### config.mk
export PLATFORM = sky130hd
export DESIGN_NAME = message_ring_queue_flat
export DESIGN_NICKNAME = d
export VERILOG_FILES = /design/src/rtl/mrq_pkg.sv /design/src/rtl/mrq_in_if.sv /design/src/rtl/mrq_out_if.sv /design/src/rtl/message_ring_queue.sv /design/src/rtl/mrq_ram.sv /design/src/rtl/mrq_ctrl.sv /design/src/flat_wrapper.sv
export SDC_FILE = /design/constraint.sdc
export NUM_CORES = 2
export LEC_CHECK = 0
export BUFFER_PORTS_ARGS = -buffer_cell sky130_fd_sc_hd__buf_2
export CORE_ASPECT_RATIO = 2
export CORE_MARGIN = 2
export CORE_UTILIZATION = 50
export CTS_BUF_LIST = sky130_fd_sc_hd__clkbuf_8
export DETAILED_ROUTE_END_ITERATION = 10
export PLACE_DENSITY = 0.66
export SLEW_MARGIN = 20
export SYNTH_ARGS = -nofsm -noshare
export SYNTH_HDL_FRONTEND = slang
export SYNTH_HIERARCHICAL = 1
export SYNTH_SLANG_ARGS = --single-unit
export TNS_END_PERCENT = 20
### constraint.sdc
create_clock -name clk_i -period 12.1 [get_ports clk_i]
set_clock_uncertainty 0.15 [all_clocks]
set_input_delay 2.42 -clock clk_i [delete_from_list [all_inputs] [get_ports clk_i]]
set_output_delay 2.42 -clock clk_i [all_outputs]
set_load 0.01 [all_outputs]
### src/rtl/mrq_pkg.sv
// Package for the message ring queue: sizes, command and status codes,
// the slot and result types, and the pointer arithmetic helpers.
// No dependencies.
`default_nettype none

package mrq_pkg;

  localparam int DEPTH   = 32;
  localparam int PTR_W   = $clog2(DEPTH);
  localparam int POS_W   = 5;
  localparam int COUNT_W = 5;
  localparam int CMP_W   = (PTR_W > POS_W) ? PTR_W : POS_W;

  localparam logic [PTR_W:0] DepthExt = (PTR_W + 1)'(DEPTH);
  localparam logic [PTR_W-1:0] LastSlot = PTR_W'(DEPTH - 1);

  typedef enum logic [1:0] {
    CMD_PUSH = 2'd0,
    CMD_POP  = 2'd1,
    CMD_PEEK = 2'd2,
    CMD_MOVE = 2'd3
  } cmd_e;

  typedef enum logic [1:0] {
    ST_OK       = 2'd0,
    ST_EMPTY    = 2'd1,
    ST_FULL     = 2'd2,
    ST_BAD_MOVE = 2'd3
  } status_e;

  typedef struct packed {
    logic [15:0] message_id;
    logic [7:0]  sender;
    logic [63:0] payload;
    logic [31:0] sequence_no;
  } slot_t;

  localparam int SLOT_W = $bits(slot_t);

  typedef struct packed {
    status_e              status;
    logic                 dropped_oldest;
    slot_t                msg;
    logic [COUNT_W-1:0]   count;
  } result_t;

  function automatic logic [PTR_W-1:0] wrap_inc(input logic [PTR_W-1:0] p);
    return (p == LastSlot) ? '0 : p + 1'b1;
  endfunction

  // Number of messages held between the read and write pointers.
  function automatic logic [PTR_W-1:0] held(input logic [PTR_W-1:0] wp,
                                            input logic [PTR_W-1:0] rp);
    logic [PTR_W:0] t;
    t = {1'b0, wp} + DepthExt - {1'b0, rp};
    if (wp >= rp) begin
      return wp - rp;
    end
    return t[PTR_W-1:0];
  endfunction

  // Slot index of a position counted from the oldest message. The position
  // is always below the fill level, so one wrap correction is enough.
  function automatic logic [PTR_W-1:0] slot_at(input logic [PTR_W-1:0] rp,
                                               input logic [PTR_W-1:0] pos);
    logic [PTR_W:0] s;
    s = {1'b0, rp} + {1'b0, pos};
    if (s >= DepthExt) begin
      s = s - DepthExt;
    end
    return s[PTR_W-1:0];
  endfunction

  function automatic logic pos_below(input logic [POS_W-1:0] pos,
                                     input logic [PTR_W-1:0] n);
    return CMP_W'(pos) < CMP_W'(n);
  endfunction

endpackage

`default_nettype wire

### src/rtl/mrq_in_if.sv
// Command channel of the message ring queue: valid/ready and one command.
// No dependencies.
`default_nettype none

interface mrq_in_if;
  logic        valid;
  logic        ready;
  logic [1:0]  command;
  logic [15:0] message_id;
  logic [7:0]  sender;
  logic [63:0] payload;
  logic [4:0]  position_a;
  logic [4:0]  position_b;

  modport source (output valid, command, message_id, sender, payload, position_a,
                  position_b, input ready);
  modport sink (input valid, command, message_id, sender, payload, position_a,
                position_b, output ready);
endinterface

`default_nettype wire

### src/rtl/mrq_out_if.sv
// Result channel of the message ring queue: valid/ready and one result.
// No dependencies.
`default_nettype none

interface mrq_out_if;
  logic        valid;
  logic        ready;
  logic [1:0]  status;
  logic        dropped_oldest;
  logic [15:0] out_message_id;
  logic [7:0]  out_sender;
  logic [63:0] out_payload;
  logic [31:0] out_sequence;
  logic [4:0]  count;

  modport source (output valid, status, dropped_oldest, out_message_id, out_sender,
                  out_payload, out_sequence, count, input ready);
  modport sink (input valid, status, dropped_oldest, out_message_id, out_sender,
                out_payload, out_sequence, count, output ready);
endinterface

`default_nettype wire

### src/rtl/message_ring_queue.sv
// Message ring queue, top level: overflow mode register, command sequencer
// and the result output register. Depends on mrq_pkg, mrq_in_if, mrq_out_if
// and mrq_ctrl.
// Push goes from the idle state straight to the result state; pop and peek
// pass through the read state; a move walks the slots from position_b down
// to position_a. One command is in flight at a time; a new command is taken
// once the previous result has been transferred into the output register.
// Reset: asynchronous, active low; queue empty, sequence counter zero,
// overflow mode zero (reject when full). Slot contents are not cleared.
`default_nettype none

module message_ring_queue (
  input  wire logic clk_i,
  input  wire logic rst_ni,
  input  wire logic cfg_we_i,
  input  wire logic cfg_wdata_i,
  mrq_in_if.sink    in_ch,
  mrq_out_if.source out_ch
);
  import mrq_pkg::*;

  logic    mode_q;
  logic    res_valid, res_ready;
  result_t res;
  logic    out_valid_q, out_valid_d;
  result_t out_q;

  always_ff @(posedge clk_i or negedge rst_ni) begin
    if (!rst_ni) begin
      mode_q <= 1'b0;
    end else if (cfg_we_i) begin
      mode_q <= cfg_wdata_i;
    end
  end

  mrq_ctrl u_ctrl (
    .clk_i           (clk_i),
    .rst_ni          (rst_ni),
    .overflow_mode_i (mode_q),
    .in_ch           (in_ch),
    .res_valid_o     (res_valid),
    .res_ready_i     (res_ready),
    .res_o           (res)
  );

  // The output register takes a new result whenever it is empty or its
  // current result is being transferred out in the same cycle.
  assign res_ready = !out_valid_q || out_ch.ready;

  always_comb begin
    out_valid_d = out_valid_q;
    if (res_valid && res_ready) begin
      out_valid_d = 1'b1;
    end else if (out_ch.ready) begin
      out_valid_d = 1'b0;
    end
  end

  always_ff @(posedge clk_i or negedge rst_ni) begin
    if (!rst_ni) begin
      out_valid_q <= 1'b0;
    end else begin
      out_valid_q <= out_valid_d;
    end
  end

  always_ff @(posedge clk_i) begin
    if (res_valid && res_ready) begin
      out_q <= res;
    end
  end

  assign out_ch.valid          = out_valid_q;
  assign out_ch.status         = out_q.status;
  assign out_ch.dropped_oldest = out_q.dropped_oldest;
  assign out_ch.out_message_id = out_q.msg.message_id;
  assign out_ch.out_sender     = out_q.msg.sender;
  assign out_ch.out_payload    = out_q.msg.payload;
  assign out_ch.out_sequence   = out_q.msg.sequence_no;
  assign out_ch.count          = out_q.count;

endmodule

`default_nettype wire

### src/rtl/mrq_ram.sv
// Generic single write port, single read port RAM with registered read data.
// No dependencies.
`default_nettype none

module mrq_ram #(
  parameter int WIDTH = 8,
  parameter int DEPTH = 32
) (
  input  wire logic                     clk_i,
  input  wire logic                     we_i,
  input  wire logic [$clog2(DEPTH)-1:0] waddr_i,
  input  wire logic [WIDTH-1:0]         wdata_i,
  input  wire logic [$clog2(DEPTH)-1:0] raddr_i,
  output logic      [WIDTH-1:0]         rdata_o
);

  logic [WIDTH-1:0] mem_q [DEPTH];

  always_ff @(posedge clk_i) begin
    if (we_i) begin
      mem_q[waddr_i] <= wdata_i;
    end
    rdata_o <= mem_q[raddr_i];
  end

endmodule

`default_nettype wire

### src/rtl/mrq_ctrl.sv
// Command sequencer of the message ring queue: pointers, sequence counter,
// and the read-modify-write walk over the slot RAM.
// Depends on mrq_pkg, mrq_in_if and mrq_ram.
`default_nettype none

module mrq_ctrl (
  input  wire logic           clk_i,
  input  wire logic           rst_ni,
  input  wire logic           overflow_mode_i,
  mrq_in_if.sink              in_ch,
  output logic                res_valid_o,
  input  wire logic           res_ready_i,
  output mrq_pkg::result_t    res_o
);
  import mrq_pkg::*;

  typedef enum logic [5:0] {
    S_IDLE     = 6'b000001,
    S_READ     = 6'b000010,
    S_MV_SRC   = 6'b000100,
    S_MV_SHIFT = 6'b001000,
    S_MV_LAST  = 6'b010000,
    S_RESP     = 6'b100000
  } state_e;

  state_e            state_q, state_d;
  logic [PTR_W-1:0]  wp_q, wp_d, rp_q, rp_d;
  logic [31:0]       seq_q, seq_d;
  logic [PTR_W-1:0]  pa_q, pa_d, pos_q, pos_d;
  slot_t             tmp_q, tmp_d;
  result_t           res_q, res_d;

  logic              mem_we;
  logic [PTR_W-1:0]  mem_waddr, mem_raddr;
  slot_t             mem_wdata, mem_rdata;

  logic              accept;
  logic [PTR_W-1:0]  fill;
  logic              full;
  slot_t             push_slot;

  assign in_ch.ready = (state_q == S_IDLE);
  assign accept      = in_ch.valid && in_ch.ready;
  assign fill        = held(wp_q, rp_q);
  assign full        = (fill >= LastSlot);

  assign push_slot.message_id  = in_ch.message_id;
  assign push_slot.sender      = in_ch.sender;
  assign push_slot.payload     = in_ch.payload;
  assign push_slot.sequence_no = seq_q + 32'd1;

  always_comb begin
    state_d   = state_q;
    wp_d      = wp_q;
    rp_d      = rp_q;
    seq_d     = seq_q;
    pa_d      = pa_q;
    pos_d     = pos_q;
    tmp_d     = tmp_q;
    res_d     = res_q;
    mem_we    = 1'b0;
    mem_waddr = wp_q;
    mem_wdata = push_slot;
    mem_raddr = rp_q;

    case (state_q)
      S_IDLE: begin
        if (accept) begin
          res_d   = '0;
          state_d = S_RESP;
          case (cmd_e'(in_ch.command))
            CMD_PUSH: begin
              if (full && !overflow_mode_i) begin
                res_d.status = ST_FULL;
              end else begin
                if (full) begin
                  rp_d                 = wrap_inc(rp_q);
                  res_d.dropped_oldest = 1'b1;
                end
                mem_we                  = 1'b1;
                wp_d                    = wrap_inc(wp_q);
                seq_d                   = seq_q + 32'd1;
                res_d.msg.sequence_no   = seq_q + 32'd1;
              end
            end
            CMD_POP: begin
              if (fill == '0) begin
                res_d.status = ST_EMPTY;
              end else begin
                mem_raddr = rp_q;
                rp_d      = wrap_inc(rp_q);
                state_d   = S_READ;
              end
            end
            CMD_PEEK: begin
              if (!pos_below(in_ch.position_a, fill)) begin
                res_d.status = ST_EMPTY;
              end else begin
                mem_raddr = slot_at(rp_q, PTR_W'(in_ch.position_a));
                state_d   = S_READ;
              end
            end
            CMD_MOVE: begin
              if (!pos_below(in_ch.position_a, fill) ||
                  !pos_below(in_ch.position_b, fill)) begin
                res_d.status = ST_EMPTY;
              end else if (in_ch.position_b <= in_ch.position_a) begin
                res_d.status = ST_BAD_MOVE;
              end else begin
                mem_raddr = slot_at(rp_q, PTR_W'(in_ch.position_b));
                pa_d      = PTR_W'(in_ch.position_a);
                pos_d     = PTR_W'(in_ch.position_b);
                state_d   = S_MV_SRC;
              end
            end
            default: begin
              res_d.status = ST_EMPTY;
            end
          endcase
        end
      end

      S_READ: begin
        res_d.msg = mem_rdata;
        state_d   = S_RESP;
      end

      // The moved message is held aside while the messages in between
      // shift back one slot, one RAM read and one write per cycle.
      S_MV_SRC: begin
        tmp_d     = mem_rdata;
        mem_raddr = slot_at(rp_q, pos_q - 1'b1);
        state_d   = S_MV_SHIFT;
      end

      S_MV_SHIFT: begin
        mem_we    = 1'b1;
        mem_waddr = slot_at(rp_q, pos_q);
        mem_wdata = mem_rdata;
        pos_d     = pos_q - 1'b1;
        if ((pos_q - 1'b1) == pa_q) begin
          state_d = S_MV_LAST;
        end else begin
          mem_raddr = slot_at(rp_q, pos_q - PTR_W'(2));
        end
      end

      S_MV_LAST: begin
        mem_we    = 1'b1;
        mem_waddr = slot_at(rp_q, pa_q);
        mem_wdata = tmp_q;
        state_d   = S_RESP;
      end

      S_RESP: begin
        if (res_ready_i) begin
          state_d = S_IDLE;
        end
      end

      default: begin
        state_d = S_IDLE;
      end
    endcase

    res_d.count = COUNT_W'(held(wp_d, rp_d));
  end

  assign res_valid_o = (state_q == S_RESP);
  assign res_o       = res_q;

  always_ff @(posedge clk_i or negedge rst_ni) begin
    if (!rst_ni) begin
      state_q <= S_IDLE;
      wp_q    <= '0;
      rp_q    <= '0;
      seq_q   <= '0;
    end else begin
      state_q <= state_d;
      wp_q    <= wp_d;
      rp_q    <= rp_d;
      seq_q   <= seq_d;
    end
  end

  always_ff @(posedge clk_i) begin
    pa_q  <= pa_d;
    pos_q <= pos_d;
    tmp_q <= tmp_d;
    res_q <= res_d;
  end

  mrq_ram #(
    .WIDTH (SLOT_W),
    .DEPTH (DEPTH)
  ) u_slot_ram (
    .clk_i   (clk_i),
    .we_i    (mem_we),
    .waddr_i (mem_waddr),
    .wdata_i (mem_wdata),
    .raddr_i (mem_raddr),
    .rdata_o (mem_rdata)
  );

  // The sequence counter only advances on a push taken in the idle state.
  assert property (@(posedge clk_i) disable iff (!rst_ni)
    (state_q != S_IDLE) |=> $stable(seq_q))
    else $error("sequence counter changed outside a push");

  // A move walk leaves both pointers alone.
  assert property (@(posedge clk_i) disable iff (!rst_ni)
    (state_q == S_MV_SHIFT || state_q == S_MV_SRC) |=> $stable(rp_q) && $stable(wp_q))
    else $error("pointer changed during a move");

  // The walk never passes the destination position.
  assert property (@(posedge clk_i) disable iff (!rst_ni)
    (state_q == S_MV_SHIFT) |-> (pos_q > pa_q))
    else $error("move walk passed its destination");

  // In the idle state the RAM is written only by an accepted push.
  assert property (@(posedge clk_i) disable iff (!rst_ni)
    (mem_we && state_q == S_IDLE) |-> (accept && in_ch.command == CMD_PUSH))
    else $error("slot write without a push");

endmodule

`default_nettype wire
### src/flat_wrapper.sv
// flat-port wrapper written by rule: the top's interface ports become plain ports
module message_ring_queue_flat import mrq_pkg::*;
  (clk_i, rst_ni, cfg_we_i, cfg_wdata_i, in_ch_valid, in_ch_command, in_ch_message_id, in_ch_sender, in_ch_payload, in_ch_position_a, in_ch_position_b, in_ch_ready, out_ch_valid, out_ch_status, out_ch_dropped_oldest, out_ch_out_message_id, out_ch_out_sender, out_ch_out_payload, out_ch_out_sequence, out_ch_count, out_ch_ready);
  mrq_in_if in_ch_i ();
  mrq_out_if out_ch_i ();
  input  wire logic clk_i;
  input  wire logic rst_ni;
  input  wire logic cfg_we_i;
  input  wire logic cfg_wdata_i;
  input wire logic [$bits(in_ch_i.valid)-1:0] in_ch_valid;
  input wire logic [$bits(in_ch_i.command)-1:0] in_ch_command;
  input wire logic [$bits(in_ch_i.message_id)-1:0] in_ch_message_id;
  input wire logic [$bits(in_ch_i.sender)-1:0] in_ch_sender;
  input wire logic [$bits(in_ch_i.payload)-1:0] in_ch_payload;
  input wire logic [$bits(in_ch_i.position_a)-1:0] in_ch_position_a;
  input wire logic [$bits(in_ch_i.position_b)-1:0] in_ch_position_b;
  output wire logic [$bits(in_ch_i.ready)-1:0] in_ch_ready;
  output wire logic [$bits(out_ch_i.valid)-1:0] out_ch_valid;
  output wire logic [$bits(out_ch_i.status)-1:0] out_ch_status;
  output wire logic [$bits(out_ch_i.dropped_oldest)-1:0] out_ch_dropped_oldest;
  output wire logic [$bits(out_ch_i.out_message_id)-1:0] out_ch_out_message_id;
  output wire logic [$bits(out_ch_i.out_sender)-1:0] out_ch_out_sender;
  output wire logic [$bits(out_ch_i.out_payload)-1:0] out_ch_out_payload;
  output wire logic [$bits(out_ch_i.out_sequence)-1:0] out_ch_out_sequence;
  output wire logic [$bits(out_ch_i.count)-1:0] out_ch_count;
  input wire logic [$bits(out_ch_i.ready)-1:0] out_ch_ready;
  assign in_ch_i.valid = in_ch_valid;
  assign in_ch_i.command = in_ch_command;
  assign in_ch_i.message_id = in_ch_message_id;
  assign in_ch_i.sender = in_ch_sender;
  assign in_ch_i.payload = in_ch_payload;
  assign in_ch_i.position_a = in_ch_position_a;
  assign in_ch_i.position_b = in_ch_position_b;
  assign in_ch_ready = in_ch_i.ready;
  assign out_ch_valid = out_ch_i.valid;
  assign out_ch_status = out_ch_i.status;
  assign out_ch_dropped_oldest = out_ch_i.dropped_oldest;
  assign out_ch_out_message_id = out_ch_i.out_message_id;
  assign out_ch_out_sender = out_ch_i.out_sender;
  assign out_ch_out_payload = out_ch_i.out_payload;
  assign out_ch_out_sequence = out_ch_i.out_sequence;
  assign out_ch_count = out_ch_i.count;
  assign out_ch_i.ready = out_ch_ready;
  message_ring_queue u_core (.clk_i(clk_i), .rst_ni(rst_ni), .cfg_we_i(cfg_we_i), .cfg_wdata_i(cfg_wdata_i), .in_ch(in_ch_i), .out_ch(out_ch_i));
endmodule
== After elaboration in Yosys (flattened, before gate mapping) ==
Memories as Yosys holds them, arrays and structs flattened. A register that Yosys moved wholly into a read port is not among the register bits.
Index checks and enable logic that the tools add are counted.
Operators by class
  add/sub/neg operators: 23
  $lt $le $gt $ge: 12
  eq/ne operators: 18
  mux-type cells: 66
  bitwise gates (word level): 4
  reductions and logical operators: 23
Operator list (count)
  $pmux W120 S2: 2
  $mux W5: 30
  $mux W125: 1
  $mux W32: 2
  $mux W6: 7
  $pmux W5 S2: 4
  $add A5 B5 Y6: 6
  $ge A6 B6 Y1 const B: 6
  $sub A5 B1 Y5 const B: 7
  $add A32 B1 Y32 const B: 1
  $pmux W6 S5: 1
  $add A5 B1 Y5 const B: 4
  $sub A5 B5 Y5: 4
  $pmux W6 S3: 1
  $pmux W5 S3: 1
  $mux W1: 12
  $eq A5 B5 Y1 const B: 2
  $ge A5 B5 Y1: 2
  $lt A5 B5 Y1: 2
  $reduce_and A5 Y1: 2
  $ne A2 B2 Y1 const B: 4
  $pmux W2 S4: 1
  $eq A6 B1 Y1 const B: 1
  $eq A6 B2 Y1 const B: 1
  24 further kinds: 42
Storage, ports and cells
  register bits after elaboration: 436
  bits in writable memories: 3840
  bits of input ports: 106
  word-level logic and storage cells: 173
  memories kept: 1
Memories
  u_core.u_ctrl.u_slot_ram.mem_q: words 32, width 120, read ports 1, clocked after Yosys merged registers in 1, write ports 1, RTL line mrq_ram.sv:17  | logic [WIDTH-1:0] mem_q [DEPTH];

== Depth between registers and ports, before layout ==
  depth in word-level cells: 12
  depth in mapped cells: 25

== Cells and area by module ==
The synthesis kept the hierarchy.
Modules (own cells, without submodules)
  mrq_ram: instances 1, cells each 6974, area an instance 148112.1 µm², seq. area each 117712.9 µm²
  mrq_ctrl: instances 1, cells each 1353, area an instance 15214.6 µm², seq. area each 8899.8 µm²
  message_ring_queue: instances 1, cells each 134, area an instance 3935.0 µm², seq. area each 3893.7 µm²

== Worst setup path before layout ==
OpenSTA, ideal clock, no wires.
  path type: input port to flip-flop
  from: in in_ch_command[1]
  to: mem u_core/u_ctrl/u_slot_ram/mem_q[28][0] (netlist bit), enable pin
  arrival time: 9055 ps
  required time: 11349 ps
  slack: 2294 ps
  cell stages on the path: 8
  buffers on the path: 3
  cells stage by stage: buf_2 > or3_1 > a21o_1 > clkbuf_1 > nand2_1 > or3b_2 > clkbuf_1 > nor2_1
On the way
  word-level cells in the longest chain between the ends: 6
RTL lines
  from (decl): RTL line flat_wrapper.sv:11  | input wire logic [$bits(in_ch_i.command)-1:0] in_ch_command;
  $logic_not A2 Y1: RTL line mrq_ctrl.sv:71  | case (cmd_e'(in_ch.command))
  $mux W1: RTL line mrq_ctrl.sv:71
  $mux W1: RTL line mrq_ctrl.sv:68  | if (accept) begin
  $pmux W1 S2: RTL line mrq_ctrl.sv:66  | case (state_q)
  net u_core.u_ctrl.mem_we: RTL line mrq_ctrl.sv:33  | logic mem_we;
  $mux W1: RTL line mrq_ram.sv:20  | if (we_i) begin
  $mux W1 (not written as such): RTL line mrq_ram.sv:21  | mem_q[waddr_i] <= wdata_i;
  to (decl): RTL line mrq_ram.sv:17
The timed path passes the listed nets, and every way through them passes these cells.

== Worst setup path after layout ==
  from: reg u_core.u_ctrl.rp_q[1]
  to: reg u_core.u_ctrl.u_slot_ram.rdata_o[58], read port of u_core.u_ctrl.u_slot_ram.mem_q
On the way
  word-level cells in the longest chain between the ends: 10
  elaborated cells on any way between the ends: 34
  those cells by class: add/sub: 10; order compare: 7; mux: 14; reduce/logical: 3
RTL lines
  from (decl): RTL line mrq_ctrl.sv:27  | logic [PTR_W-1:0] wp_q, wp_d, rp_q, rp_d;
  from (signal assigned): RTL line mrq_ctrl.sv:181  | rp_q <= rp_d;
  $sub A5 B5 Y5 / $ge A5 B5 Y1 (equally long branches): RTL line mrq_pkg.sv:57, mrq_pkg.sv:56
  $mux W5 / $mux W1 (equally long branches): RTL line mrq_pkg.sv:56  | if (wp >= rp) begin
  $mux W5: RTL line mrq_pkg.sv:59  | return t[PTR_W-1:0];
  $lt A5 B5 Y1: RTL line mrq_pkg.sv:76  | return CMP_W'(pos) < CMP_W'(n);
  $logic_not A1 Y1, on equally long branches: RTL line mrq_ctrl.sv:104, mrq_ctrl.sv:105
  $logic_or A1 B1 Y1: RTL line mrq_ctrl.sv:104  | if (!pos_below(in_ch.position_a, fill) ||
  $mux W5: RTL line mrq_ctrl.sv:104
  $pmux W5 S2: RTL line mrq_ctrl.sv:71
  $mux W5: RTL line mrq_ctrl.sv:68
  $pmux W5 S3 (*): RTL line mrq_ctrl.sv:66
  net u_core.u_ctrl.mem_raddr[2]: RTL line mrq_ctrl.sv:34  | logic [PTR_W-1:0] mem_waddr, mem_raddr;
  to (decl): RTL line mrq_ram.sv:14  | output logic [WIDTH-1:0] rdata_o
Mark *: on every way through the listed nets, which the timed path passes. The rest lies on a longest branch. The select of a mux whose other input is x is not followed.
A chain may end at the register's enable or synchronous reset.

==> run_results.csv <==
group,metric,value,unit
run_status,status,"finished, final reports clean",
clock_tree,cts.clk_slew.worst_paths,70,ps
setup_path,path_max_fanout,123,
clock_tree,cts.sinks,4396,
synth,ys_async_sr_fraction,1.137,%
clock_tree,clockBufferDepth,4,
synth,synth_top_cell_area_share,75.78,%
synth,synth_flop_cell,"edfxtp_1",
power,total_power,37.86,mW
grt,grt_max_degree,129,
clock_tree,cts_tree,"yes",
setup_path,crit_buf_inv,4,
detailed_routing,first_pass_iters,6,
setup_path,path_depth,17,
power,power_leakage,60.15,nW
sta,fmax,126.7,MHz
floorplanning,initial_core_util,50.18,%
detailed_routing,drt-initial-drc-count,10240,
setup_path,crit_start,"u_core/u_ctrl/rp_q[1]",
setup_path,crit_family,"buffers and inverters",
synth,netlist_instances,8461,
setup_path,cp_slowest_cell,"dfrtp_1",
floorplanning,core_region_area,333300,um2
setup_path,cp.arrival,8680,ps
place,place_area,174400,um2
clock_tree,numCtsBuffers,595,
synth,ys_warn_count,6,
setup_path,cp_cell_sequence,"inv_1, fa_1, xnor2_1, ha_1, a21oi_1, a21oi_1, a2111oi_0, nand3_1, or3_1, o2111ai_4, buf_12, buf_12, buf_4, mux4_2, a22o_1, a31oi_1, nand3_1",
sta,drv_slew,0,
detailed_routing,wl_per_cell,33.73,um
synth,synth_edf_count,4221,
synth,avgSynthCellArea,19.77,um2
sta,period_needed,7894,ps
hold_path,hold_path_class,"reg -> reg",
detailed_routing,routed-via-count,88520,
floorplanning,die_h,822.0,um
sta,relSlewSlack,14.70,%
cells_and_area,areaGrowthSynthToFinish,11.23,%
setup_path,rrSetupSlack,4210,ps
sta,finalHoldViolCount,0,
synth,netlist_area,167300,um2
setup_path,crit_path_end_kind,"register",
sta,post-route-period-util,65.24,%
setup_path,r2r-end,"u_core/u_ctrl/u_slot_ram/rdata_o[58]",
floorplanning,die_area,339400,um2
grt,grt_first_pass_wirelength,659000,um
detailed_routing,drc,0,
synth,ys_seq_area_share,78.03,%
setup_path,crit_type,"reg -> reg",
synth,synth_top_cell_by_area,"edfxtp_1",
clock_tree,hold_buffers,0,
sta,rsz0062_at_grt,"false",
grt,overflow,0,
floorplanning,dieWidth,413.0,um
cells_and_area,drive_gt1_share,19.41,%
clock_tree,cts_setup_buffers,0,
floorplanning,num_rows,300,
setup_path,max_stage_delay,810,ps
power,ir_drop,0.2319,mV
place,gp_congestion,0.8637,
clock_tree,cts-resized-gates,0,
job,cap_violations,0,
grt,antenna_found_initial,15,
synth,ys_ff_latch,4396,
synth,syn_nets,8624,
detailed_routing,drt_wl_total,469100,um
setup_path,worstSetupEndpoint,"u_core/u_ctrl/u_slot_ram/rdata_o[58]",
grt,track_usage,27.33,%
setup_path,r2r_cells,17,
power,power_density,203.5,nW/um2
place,dp.final_hpwl,245600,um
cells_and_area,design_area,186100,um2
setup_path,start_kind,"register",
synth,synthTopCellsByArea,"edfxtp_1 (76%), mux4_2 (6.5%), mux2i_1 (5.8%), a22oi_1 (3.5%), dfxtp_1 (1.5%)",
setup_path,rr_startpoint,"u_core/u_ctrl/rp_q[1]",
grt,grt_pass1_vias,90270,
detailed_routing,ant_nets,0,
sta,worstMarginPinSlew,1280,ps
sta,worst_hold_slack,221.8,ps
cells_and_area,nets,9200,
sta,fin_tns_setup,0,ps
clock_tree,clockRootBuffer,"clkbuf_8",
place,io_buffers,235,
clock_tree,htreeDepth,6,
setup_path,required,12880,ps
sta,setup_violations,0,
detailed_routing,vias_per_cell,6.365,
clock_tree,clk_latency,1100,ps
floorplanning,ios,236,
synth,yosysUniqueCellTypes,78,
## sequential cells by signal, indices dropped and copies added, names as in the netlist
name and flops:
u_core/mode_q 1, u_core/out_ch.count 5, u_core/out_ch.dropped_oldest 1, u_core/out_ch.out_message_id 16, u_core/out_ch.out_payload 64, u_core/out_ch.out_sender 8
u_core/out_ch.out_sequence 32, u_core/out_ch.status 2, u_core/out_ch.valid 1, u_core/u_ctrl/pa_q 5, u_core/u_ctrl/pos_q 5, u_core/u_ctrl/res_o 128
u_core/u_ctrl/rp_q 5, u_core/u_ctrl/seq_q 32, u_core/u_ctrl/state_q 6, u_core/u_ctrl/tmp_q 120, u_core/u_ctrl/u_slot_ram/mem_q 3840, u_core/u_ctrl/u_slot_ram/rdata_o 120
u_core/u_ctrl/wp_q 5
## power by group
group | switching (mW) | total (mW) | internal (mW)
registers | 0.477 | 17.9 | 17.4
logic | 5.37 | 8.95 | 3.58
clock network | 5.50 | 11.0 | 5.49
total | 11.3 | 37.9 | 26.5
## stage by stage
stage	cells	setup WS, ps	util, %
final	13910	4206	55.82
after global routing	13900	3707	55.82
after CTS	13900	4201	55.77
after detailed placement	12820	3925	52.31
after global placement	12820	3950	52.29
after floorplan	8461	2294	-
## synthesized netlist by cell type, drive strengths merged (3+ instances only)
| cell | instances |
|---|---|
| nand3 | 271 |
| a21oi | 28 |
| o31ai | 3 |
| nor2b | 23 |
| mux2i | 962 |
| and2 | 104 |
| nand2 | 276 |
| clkbuf | 211 |
| nand4 | 61 |
| nand2b | 7 |
| edfxtp | 4221 |
| xnor2 | 50 |
| mux4 | 480 |
| a211oi | 3 |
| and4 | 3 |
| ha | 50 |
| a22o | 67 |
| nand3b | 7 |
| dfrtp | 49 |
| fa | 7 |
| nor3 | 12 |
| dfxtp | 125 |
| a31oi | 68 |
| o22ai | 3 |
| nor4 | 4 |
| or3 | 5 |
| xor2 | 46 |
| nor3b | 6 |
| a21o | 14 |
| and3 | 10 |
| o211ai | 4 |
| a22oi | 774 |
| nor2 | 95 |
| o21ai | 83 |
| inv | 36 |
| buf | 259 |
| mux2 | 4 |
## routing by layer
| layer | GRT usage [%] | up-vias | wire length [um] |
|---|---|---|---|
| met2 | 48.05 | 4633 | 244500 |
| met4 | 11.65 | 4 | 21680 |
| met1 | 33.74 | 46930 | 168200 |
| met3 | 3.703 | 1108 | 34720 |
| met5 | 0 | - | 27 |
| li1 | - | 35840 | - |
## cell usage in the layout, fill, tap and decap left out, types with 168 or more instances in the layout
cell	n
inv_1	236
clkbuf_8	674
nand2_1	272
buf_2	235
a22oi_1	774
mux2i_1	962
buf_4	168
nand3_1	269
edfxtp_1	4221
mux4_2	480
## kinds of logic (layout without fill, tap and decap cells)
group | count (synthesis) | in the layout | share of synthesized area (%)
buffers and inverters | 506 | 1566 | 1.467
XOR/XNOR | 98 | 98 | 0.5386
multiplexers | 1446 | 1446 | 12.25
other | 0 | 6 | 0
adder cells (fa/ha/maj) | 57 | 57 | 0.4578
AO/OA/AOI/OAI | 1064 | 1064 | 4.628
AND/OR/NAND/NOR | 894 | 894 | 2.632
flip-flops | 4396 | 4396 | 78.03
## worst min path at each step
stage	startpoint	to	slack [ps]	cells after the start
after floorplan	u_core/u_ctrl/res_o[0]	u_core/out_ch.count[0]	240	0
after global placement	u_core/u_ctrl/res_o[0]	u_core/out_ch.count[0]	240	0
after detailed placement	u_core/u_ctrl/res_o[3]	u_core/out_ch.count[3]	240	0
after CTS	u_core/u_ctrl/res_o[108]	u_core/out_ch.out_sender[7]	220	0
after global routing	u_core/u_ctrl/res_o[108]	u_core/out_ch.out_sender[7]	220	0
final	u_core/u_ctrl/res_o[108]	u_core/out_ch.out_sender[7]	220	0
## area by class of cell
class | count | area, um2
Fill cell | 25130 | 147300
Sequential cell | 4396 | 130500
Multi-Input combinational cell | 3559 | 35030
Clock buffer | 674 | 9276
Tap cell | 4379 | 5479
Timing Repair Buffer | 449 | 3373
Clock inverter | 407 | 2230
Inverter | 36 | 142.6
Antenna cell | 6 | 15.01
No activity file was read; power rests on OpenSTA's default activity.
